==> src/design/b64e_pkg.sv <==
`timescale 1ns / 1ps
// ----------------------------------------------------------------------------
// Base64 stream encoder package
// Shared types, constants and the alphabet lookup for the encoder.
// ----------------------------------------------------------------------------
package b64e_pkg;

	localparam int unsigned BYTE_W      = 8;
	localparam int unsigned CHAR_W      = 7;
	localparam int unsigned GROUP_W     = 6;
	localparam int unsigned SLOTS       = 4;
	localparam int unsigned SLOT_IDX_W  = 2;
	localparam int unsigned FIFO_DEPTH  = 2;
	localparam int unsigned FIFO_PTR_W  = (FIFO_DEPTH > 1) ? $clog2(FIFO_DEPTH) : 1;
	localparam int unsigned FIFO_CNT_W  = $clog2(FIFO_DEPTH + 1);

	localparam logic [CHAR_W-1:0] PAD_CHAR   = 7'h3D;
	localparam logic [CHAR_W-1:0] UPPER_BASE = 7'h41;
	localparam logic [CHAR_W-1:0] LOWER_BASE = 7'h61;
	localparam logic [CHAR_W-1:0] DIGIT_BASE = 7'h30;
	localparam logic [CHAR_W-1:0] PLUS_CHAR  = 7'h2B;
	localparam logic [CHAR_W-1:0] SLASH_CHAR = 7'h2F;

	typedef logic [CHAR_W-1:0] char_t;

	typedef struct packed {
		char_t [SLOTS-1:0]      chars;
		logic [SLOT_IDX_W-1:0]  num;
		logic                   fin;
	} entry_t;

	function automatic char_t b64_char(input logic [GROUP_W-1:0] v);
		char_t c;
		c = SLASH_CHAR;
		case (v) inside
			[6'd0:6'd25]:  c = UPPER_BASE + char_t'(v);
			[6'd26:6'd51]: c = LOWER_BASE + char_t'(v - 6'd26);
			[6'd52:6'd61]: c = DIGIT_BASE + char_t'(v - 6'd52);
			6'd62:         c = PLUS_CHAR;
			default:       c = SLASH_CHAR;
		endcase
		return c;
	endfunction

endpackage

==> src/design/base64_stream_encoder.sv <==
`timescale 1ns / 1ps
// ----------------------------------------------------------------------------
// Base64 stream encoder
// Streams raw bytes into standard base64 characters with '=' padding.
// ----------------------------------------------------------------------------
// One byte is accepted per cycle while full is low; the front end turns it
// into all of its characters (one or two, up to four on a last byte) in the
// cycle it is taken and writes them as one entry into a two-entry queue. The
// entry is registered in the queue, and the back end presents the head entry's
// characters combinationally. Characters leave one per cycle while pop is high
// through the single result port, and that port sets the sustained rate; full
// rises when both queue entries are waiting.
module base64_stream_encoder (
	input  logic                          clk,
	input  logic                          arst_n,
	input  logic [b64e_pkg::BYTE_W-1:0]   data_byte,
	input  logic                          last_byte,
	input  logic                          push,
	output logic                          full,
	output logic [b64e_pkg::CHAR_W-1:0]   code_char,
	output logic                          last_char,
	output logic                          empty,
	input  logic                          pop
);
	import b64e_pkg::*;

	entry_t wr_entry;
	entry_t head;
	logic   wr_en;
	logic   head_valid;
	logic   head_pop;

	b64e_front u_front (
		.clk       (clk),
		.arst_n    (arst_n),
		.data_byte (data_byte),
		.last_byte (last_byte),
		.push      (push),
		.q_full    (full),
		.q_push    (wr_en),
		.q_entry   (wr_entry)
	);

	b64e_fifo u_fifo (
		.clk      (clk),
		.arst_n   (arst_n),
		.wr_en    (wr_en),
		.wr_entry (wr_entry),
		.full     (full),
		.rd_en    (head_pop),
		.rd_entry (head),
		.rd_valid (head_valid)
	);

	b64e_back u_back (
		.clk        (clk),
		.arst_n     (arst_n),
		.head       (head),
		.head_valid (head_valid),
		.head_pop   (head_pop),
		.code_char  (code_char),
		.last_char  (last_char),
		.empty      (empty),
		.pop        (pop)
	);

endmodule

==> src/design/b64e_front.sv <==
`timescale 1ns / 1ps
// ----------------------------------------------------------------------------
// Base64 encoder front end
// Accepts bytes, merges them with the leftover bits and builds one queue
// entry holding every character that the byte produces.
// ----------------------------------------------------------------------------
module b64e_front (
	input  logic                          clk,
	input  logic                          arst_n,
	input  logic [b64e_pkg::BYTE_W-1:0]   data_byte,
	input  logic                          last_byte,
	input  logic                          push,
	input  logic                          q_full,
	output logic                          q_push,
	output b64e_pkg::entry_t              q_entry
);
	import b64e_pkg::*;

	logic [3:0]  leftover_bits_q;
	logic [2:0]  leftover_count_q;
	logic [3:0]  n;
	logic [11:0] acc;
	logic        two;
	logic [3:0]  sh0;
	logic [3:0]  sh1;
	logic [5:0]  grp0;
	logic [5:0]  grp1;
	logic [2:0]  rem_n;
	logic [4:0]  rem_bits;
	logic [5:0]  tail;
	logic [2:0]  idx;
	logic        take;

	assign take   = push && !q_full;
	assign q_push = take;

	always_comb begin
		n        = {1'b0, leftover_count_q} + 4'd8;
		acc      = {leftover_bits_q, data_byte};
		two      = (n >= 4'd12);
		sh0      = n - 4'd6;
		sh1      = n - 4'd12;
		grp0     = 6'(acc >> sh0);
		grp1     = 6'(acc >> sh1);
		rem_n    = two ? 3'(sh1) : 3'(sh0);
		rem_bits = 5'(acc & ((12'd1 << rem_n) - 12'd1));
		tail     = 6'({6'd0, rem_bits} << (3'd6 - rem_n));

		q_entry.chars = {SLOTS{PAD_CHAR}};
		q_entry.chars[0] = b64_char(grp0);
		idx = 3'd1;
		if (two) begin
			q_entry.chars[1] = b64_char(grp1);
			idx = 3'd2;
		end
		if (last_byte && (rem_n != 3'd0)) begin
			q_entry.chars[idx[SLOT_IDX_W-1:0]] = b64_char(tail);
			idx = idx + 3'd1;
			if (rem_n == 3'd2) begin
				idx = idx + 3'd2;
			end else if (rem_n == 3'd4) begin
				idx = idx + 3'd1;
			end
		end
		q_entry.num = SLOT_IDX_W'(idx - 3'd1);
		q_entry.fin = last_byte;
	end

	always_ff @(posedge clk or negedge arst_n) begin
		if (!arst_n) begin
			leftover_bits_q  <= '0;
			leftover_count_q <= '0;
		end else if (take) begin
			if (last_byte) begin
				leftover_bits_q  <= '0;
				leftover_count_q <= '0;
			end else begin
				leftover_bits_q  <= rem_bits[3:0];
				leftover_count_q <= rem_n;
			end
		end
	end

endmodule

==> src/design/b64e_fifo.sv <==
`timescale 1ns / 1ps
// ----------------------------------------------------------------------------
// Base64 encoder entry queue
// Short queue of character entries between the front end and the back end.
// ----------------------------------------------------------------------------
module b64e_fifo (
	input  logic              clk,
	input  logic              arst_n,
	input  logic              wr_en,
	input  b64e_pkg::entry_t  wr_entry,
	output logic              full,
	input  logic              rd_en,
	output b64e_pkg::entry_t  rd_entry,
	output logic              rd_valid
);
	import b64e_pkg::*;

	entry_t                  mem_q [FIFO_DEPTH];
	logic [FIFO_PTR_W-1:0]   wr_ptr_q;
	logic [FIFO_PTR_W-1:0]   rd_ptr_q;
	logic [FIFO_CNT_W-1:0]   count_q;
	logic                    do_wr;
	logic                    do_rd;

	assign full     = (count_q == FIFO_CNT_W'(FIFO_DEPTH));
	assign rd_valid = (count_q != '0);
	assign do_wr    = wr_en && !full;
	assign do_rd    = rd_en && rd_valid;
	assign rd_entry = mem_q[rd_ptr_q];

	always_ff @(posedge clk) begin
		if (do_wr) begin
			mem_q[wr_ptr_q] <= wr_entry;
		end
	end

	always_ff @(posedge clk or negedge arst_n) begin
		if (!arst_n) begin
			wr_ptr_q <= '0;
			rd_ptr_q <= '0;
			count_q  <= '0;
		end else begin
			if (do_wr) begin
				wr_ptr_q <= (wr_ptr_q == FIFO_PTR_W'(FIFO_DEPTH - 1)) ? '0 : wr_ptr_q + 1'b1;
			end
			if (do_rd) begin
				rd_ptr_q <= (rd_ptr_q == FIFO_PTR_W'(FIFO_DEPTH - 1)) ? '0 : rd_ptr_q + 1'b1;
			end
			if (do_wr && !do_rd) begin
				count_q <= count_q + FIFO_CNT_W'(1);
			end else if (do_rd && !do_wr) begin
				count_q <= count_q - FIFO_CNT_W'(1);
			end
		end
	end

endmodule

==> src/design/b64e_back.sv <==
`timescale 1ns / 1ps
// ----------------------------------------------------------------------------
// Base64 encoder back end
// Walks the characters of the head entry, one per pop, and retires the entry
// after its final character.
// ----------------------------------------------------------------------------
module b64e_back (
	input  logic                           clk,
	input  logic                           arst_n,
	input  b64e_pkg::entry_t               head,
	input  logic                           head_valid,
	output logic                           head_pop,
	output logic [b64e_pkg::CHAR_W-1:0]    code_char,
	output logic                           last_char,
	output logic                           empty,
	input  logic                           pop
);
	import b64e_pkg::*;

	logic [SLOT_IDX_W-1:0] slot_q;
	logic                  at_end;
	logic                  take;

	assign empty     = !head_valid;
	assign take      = pop && head_valid;
	assign at_end    = (slot_q == head.num);
	assign code_char = head.chars[slot_q];
	assign last_char = head.fin && at_end;
	assign head_pop  = take && at_end;

	always_ff @(posedge clk or negedge arst_n) begin
		if (!arst_n) begin
			slot_q <= '0;
		end else if (take) begin
			// advance within the entry, rewind once it retires
			slot_q <= at_end ? '0 : slot_q + SLOT_IDX_W'(1);
		end
	end

endmodule

==> config.mk <==
export PLATFORM = sky130hd
export DESIGN_NAME = base64_stream_encoder
export DESIGN_NICKNAME = d
export VERILOG_FILES = /design/src/design/b64e_pkg.sv /design/src/design/base64_stream_encoder.sv /design/src/design/b64e_front.sv /design/src/design/b64e_fifo.sv /design/src/design/b64e_back.sv
export SDC_FILE = /design/constraint.sdc
export NUM_CORES = 1
export LEC_CHECK = 0
export BUFFER_PORTS_ARGS = -buffer_cell sky130_fd_sc_hd__buf_4
export CAP_MARGIN = 10
export CELL_PAD_IN_SITES_DETAIL_PLACEMENT = 1
export CELL_PAD_IN_SITES_GLOBAL_PLACEMENT = 2
export CORE_MARGIN = 1
export CORE_UTILIZATION = 46
export CTS_CLUSTER_DIAMETER = 150
export DETAILED_ROUTE_END_ITERATION = 8
export PLACE_DENSITY = 0.87
export SETUP_SLACK_MARGIN = 0.15
export SLEW_MARGIN = 20
export SYNTH_ARGS = -nofsm -noshare
export SYNTH_HDL_FRONTEND = slang
export SYNTH_HIERARCHICAL = 1
export SYNTH_SLANG_ARGS = --single-unit
==> constraint.sdc <==
create_clock -name clk -period 8 [get_ports clk]
set_clock_uncertainty 0.2 [all_clocks]
set_input_delay 2 -clock clk [delete_from_list [all_inputs] [get_ports clk]]
set_output_delay 2 -clock clk [all_outputs]
set_load 0.01 [all_outputs]
# --- After elaboration in Yosys (flattened, before gate mapping) ---
# Memory sizes are Yosys's and may differ from the RTL's.
# Cells that the tools add are included.
totals:
  reg_bits: 13
  latch_bits: 0
  mem_bits_rw: 62
  mem_bits_ro: 0
  output_inout_bits: 10
  wordCells: 130
  n_memories: 1
mem_list:
  columns: ["name", "depth", "width", "read_ports", "rd_ports_with_merged_regs", "wr", "line", "text"]
  rows:
  - ["u_fifo.mem_q", 2, 31, 1, 0, 1, "b64e_fifo.sv:18", "entry_t mem_q [FIFO_DEPTH];"]
op_classes:
  n_addsub: 29
  mul: 0
  n_div: 0
  n_lt_le_gt_ge: 22
  n_eq_ne: 7
  shifts: 4
  mux: 34
  bitwise: 1
  n_reduce_logical: 26
ops:
  columns: ["cell", "n"]
  rows:
  - ["two-way mux 7 bit", 13]
  - ["less-or-equal comparator 6 bit, second input constant", 6]
  - ["bitwise mux 28 bit", 1]
  - ["two-way mux 28 bit", 1]
  - ["right shift 12 x 4 -> 6 bit", 2]
  - ["adder 6 x 7 -> 7 bit, first input constant", 3]
  - ["adder 7 x 6 -> 7 bit, first input constant", 3]
  - ["adder 7 bit, first input constant", 3]
  - ["subtractor 6 x 5 -> 7 bit, second input constant", 3]
  - ["subtractor 6 x 6 -> 7 bit, second input constant", 3]
  - ["logical AND 1 bit", 19]
  - ["equality test 6 bit, second input constant", 3]
  - ["greater-or-equal comparator 6 x 1 -> 1 bit, second input constant", 3]
  - ["greater-or-equal comparator 6 x 5 -> 1 bit, second input constant", 3]
  - ["greater-or-equal comparator 6 bit, second input constant", 3]
  - ["less-or-equal comparator 6 x 5 -> 1 bit, second input constant", 3]
  - ["two-way mux 3 bit", 5]
  - ["binary-select mux 7 bit (select 2 bit)", 1]
  - ["demux 7 bit (select 2 bit)", 1]
  - ["two-way mux 2 bit", 7]
  - ["adder 2 x 1 -> 2 bit, second input constant", 4]
  - ["< comparator 2 x 3 -> 1 bit, second input constant", 2]
  - ["<< shifter 5 x 3 -> 6 bit", 1]
  - ["bitwise AND 5 bit", 1]
  - ["other kinds (20)", 29]

# --- Logic depth before layout (Yosys ltp) ---
logic_depth:
  depth_word: 15
  ltp_mapped: 17
  depth_no_buf: 15

# --- By module ---
# Netlist, hierarchy kept.
modules_own_cells:
  columns: ["module", "n_inst", "cells_per_inst", "area_each_um2", "seq_area_each_um2"]
  rows:
  - ["b64e_fifo", 1, 116, 2591.2, 1961.9]
  - ["b64e_front", 1, 349, 2538.7, 150.1]
  - ["b64e_back", 1, 25, 322.8, 50.0]

# --- Least setup slack after synthesis ---
# Ideal clock, no wire load.
synth_path:
  path_kind: "input -> register"
  startpoint: "in data_byte[2] (netlist bit)"
  endpoint: "mem u_fifo/mem_q[0][12] (netlist bit), data pin"
  setup_time_ns: 0.272
  arrival_time_ns: 4.130
  t_required_ns: 7.528
  slack_ns: 3.397
  path_stages: 11
  cell_sequence: "nor2b_1 and2_1 o21ai_0 ha_1 nor2b_1 a2bb2oi_1 a21boi_1 mux2i_1 a21oi_1 o21bai_1 a22oi_1"
synth_lines:
  columns: ["item", "line", "text"]
  rows:
  - ["start: declaration", "base64_stream_encoder.sv:16", "input logic [b64e_pkg::BYTE_W-1:0] data_byte,"]
  - ["end: declaration", "b64e_fifo.sv:18", null]

==> run_results.csv <==
group,metric,value,unit
outcome,outcome,"finished, final reports clean",
worst_setup_path,cpLargestDelayFamily,"compound AO/OA/AOI/OAI gates",
clocking,cts_setup_buffers,0,
floorplanning,fp.dieArea,0.0123,mm2
timing,fmax,180,MHz
timing,final-hold-violation-count,0,
worst_setup_path,cp-start-kind,"flop",
global_route,overflow,0,
logic_synthesis,synthArstFlopShare,16.2,%
hold_path,holdPathEnd,"u_fifo/count_q[1]",
final_layout,layout-drive-gt1-share,20.0,%
timing,fin_crit,5.55,ns
clocking,cts.htree.levels,3,
global_route,grt_pass1_wl,22.4,mm
logic_synthesis,synthCells,490,
timing,slew_violations,0,
logic_synthesis,dominantRegCellSynth,"edfxtp_1",
hold_path,hold_path_class,"flop to flop",
drt,drt_pass1_iterations,4,
timing,max-slew-margin-rel,32.7,%
placed_design,gp_congestion,0.903,
clocking,clock_path_buffers,2,
clocking,cts_inserted_buffers,9,
logic_synthesis,synth-edff-count,62,
floorplanning,start_util,47.6,%
floorplanning,core-area,0.0115,mm2
floorplanning,pin_count,23,
worst_setup_path,worst_r2r_endpoint,"u_fifo/mem_q[1][10]",
timing,finalCritPeriodShare,69.4,%
final_layout,area_growth,9.27,%
drt,antenna_left,0,
pwr,powerDensity,467,mW/mm2
clocking,clk_latency,0.33,ns
logic_synthesis,yosysUniqueCellTypes,79,
worst_setup_path,critPathCaptureType,"flop",
global_route,grt_pass1_vias,4095,
drt,vias,3893,
timing,setup_viol_count_final,0,
timing,final.setup.tns,0,ns
placed_design,hpwl,10.2,mm
clocking,ctsResizeCount,0,
clocking,clock_sinks,74,
drt,drcViolationCount,0,
clocking,root_buffer,"clkbuf_16",
placed_design,post-place-cells,636,
hold_path,worstHoldStart,"u_fifo/count_q[1]",
hold_path,hold_depth,1,
floorplanning,die_height,111,um
drt,initialDrtViolationCount,146,
pwr,p_leak,2.33,nW
global_route,grt_usage,23.5,%
clocking,cts_tree,"yes",
logic_synthesis,syn_avg_cell_area,11.1,um2
global_route,antenna_found_initial,0,
logic_synthesis,yosys_warnings,6,
worst_setup_path,max_stage_delay,0.96,ns
drt,vias_per_cell,5.97,
clocking,holdBufCountCts,0,
final_layout,antenna_cells,0,
timing,rsz0062_at_grt,"no",
floorplanning,die_x,111,um
flow_run,drv_cap,0,
logic_synthesis,synth-seq-area-share,39.7,%
worst_setup_path,r2r_start,"u_front/leftover_count_q[1]",
final_layout,nNetsFinal,549,
timing,worstMarginPinSlew,1.01,ns
worst_setup_path,crit_chain,"inv_1 > ha_1 > inv_1 > and2_1 > o21ai_0 > ha_1 > nor2b_1 > a2bb2oi_1 > a21boi_1 > a21o_1 > nand2_1 > a211oi_1",
worst_setup_path,slowest_stage,"dfrtp_1",
final_layout,final.fill_count,1220,
worst_setup_path,cp_max_fo,26,
clocking,clk_pin_slew_worst_paths,0.06,ns
worst_setup_path,rrSetupSlack,2.45,ns
drt,drt_wl_total,14.0,mm
global_route,grt_max_degree,33,
drt,wl_per_cell,21.4,um
worst_setup_path,worst-setup-path-type,"flop to flop",
logic_synthesis,syn_area,0.00545,mm2
worst_setup_path,crit_buf_inv,2,
floorplanning,rows,39,
pwr,total_power,0.00279,W
placed_design,io_buffers,22,
final_layout,fin_cells,652,
final_layout,post-route-util,52.0,%
logic_synthesis,ys_ff_latch,74,
worst_setup_path,r2r_cells,12,
worst_setup_path,worstPathRequired,7.87,ns
pwr,vdd_ir_drop_max,0.384,mV
timing,hold-worst-slack,0.299,ns
worst_setup_path,arrival,5.43,ns
## state kept, by name (all words and copies together) (netlist names)
register,cells
u_front/leftover_count_q,2
u_fifo/count_q,2
u_front/leftover_bits_q,4
u_back/slot_q,2
u_fifo/wr_ptr_q,1
u_fifo/mem_q,62
u_fifo/rd_ptr_q,1
## how the worst max path moves through the flow
stage                     depth (start not counted)             endpoint                   startpoint  slack (ns)
after floorplan                                  11  u_fifo/mem_q[0][12]                 data_byte[2]        3.40
after global placement                           13  u_fifo/mem_q[0][13]  u_front/leftover_count_q[1]        2.69
after detailed placement                         13  u_fifo/mem_q[1][13]  u_front/leftover_count_q[1]        2.45
after CTS                                        12  u_fifo/mem_q[0][10]  u_front/leftover_count_q[1]        2.44
after global routing                             13  u_fifo/mem_q[0][14]  u_front/leftover_count_q[1]        1.98
final                                            12  u_fifo/mem_q[1][10]  u_front/leftover_count_q[1]        2.45
## final cells by class
type                    instances  area (um2)  area share, %
clock buffers                  10         229           3.84
well taps                     143         179           3.00
multi-input cells             370        3000           50.3
inverters                      25        93.8           1.57
flip-flops and latches         74        2160           36.3
repair buffers                 24         180           3.02
clock inverters                 6         115           1.93
## layer usage
metal  track usage, %  share of wire, %  vias to the layer above
li1                 -                 -                     1846
met4             8.62               2.1                        0
met2             41.4                51                       77
met5                0                 0                        -
met3             3.39               2.6                       20
met1             29.1                44                     1950
## synth_stat cells (all sizes together), types with 9 or more instances
master	number	area share, %
mux2	38	9.8
nor2b	10	1.1
ha	32	7.3
edfxtp	62	34
dfrtp	12	5.5
inv	25	1.7
a21oi	31	2.9
mux2i	9	1.7
mux4	10	4.3
o21ai	23	2.1
nor2	23	1.6
buf	21	3.7
nand2	42	2.9
nand3	14	1.3
## cell usage in the layout (no fill, tap or decap), types with 6 or more instances in the layout
master     count
dfrtp_1       11
nand2_1       41
inv_1         25
mux2i_1        8
mux4_2         7
mux2_2         9
nand2b_1       8
o21ai_0       18
mux2_4        29
nor2_1        22
ha_1          32
xor2_1         8
nand3_1       14
edfxtp_1      62
and3_1         6
nor2b_1       10
nor3_1         7
xnor2_1        7
clkbuf_16      9
a21oi_1       30
buf_4         24
conb_1         8
o31ai_1        7
## per-stage QoR
| stage | cell area [um2] | setup slack, ns |
|---|---|---|
| finish | 5960 | 2.45 |
| global route | 5960 | 1.98 |
| CTS | 5960 | 2.44 |
| detailed placement | 5610 | 2.45 |
| global placement | 5610 | 2.69 |
| floorplan | 5480 | 3.40 |
## cell families (layout without fill, tap and decap cells)
group	after synthesis	after routing	share of synthesized area, %
other	2	8	0.138
AND/OR/NAND/NOR	141	141	13.7
AO/OA/AOI/OAI	117	117	15.0
buffers and inverters	52	65	5.83
XOR/XNOR	15	15	2.41
adder cells (fa/ha/maj)	32	32	7.34
flip-flops	74	74	39.7
multiplexers	57	57	15.9
## power by group
part / internal (W) / switching, W
sequential: 0.000625 / 0.000146
combinational: 0.000661 / 0.000894
clock: 0.000306 / 0.000153
total: 0.00159 / 0.00119
Power figures use the tool's default switching activity.
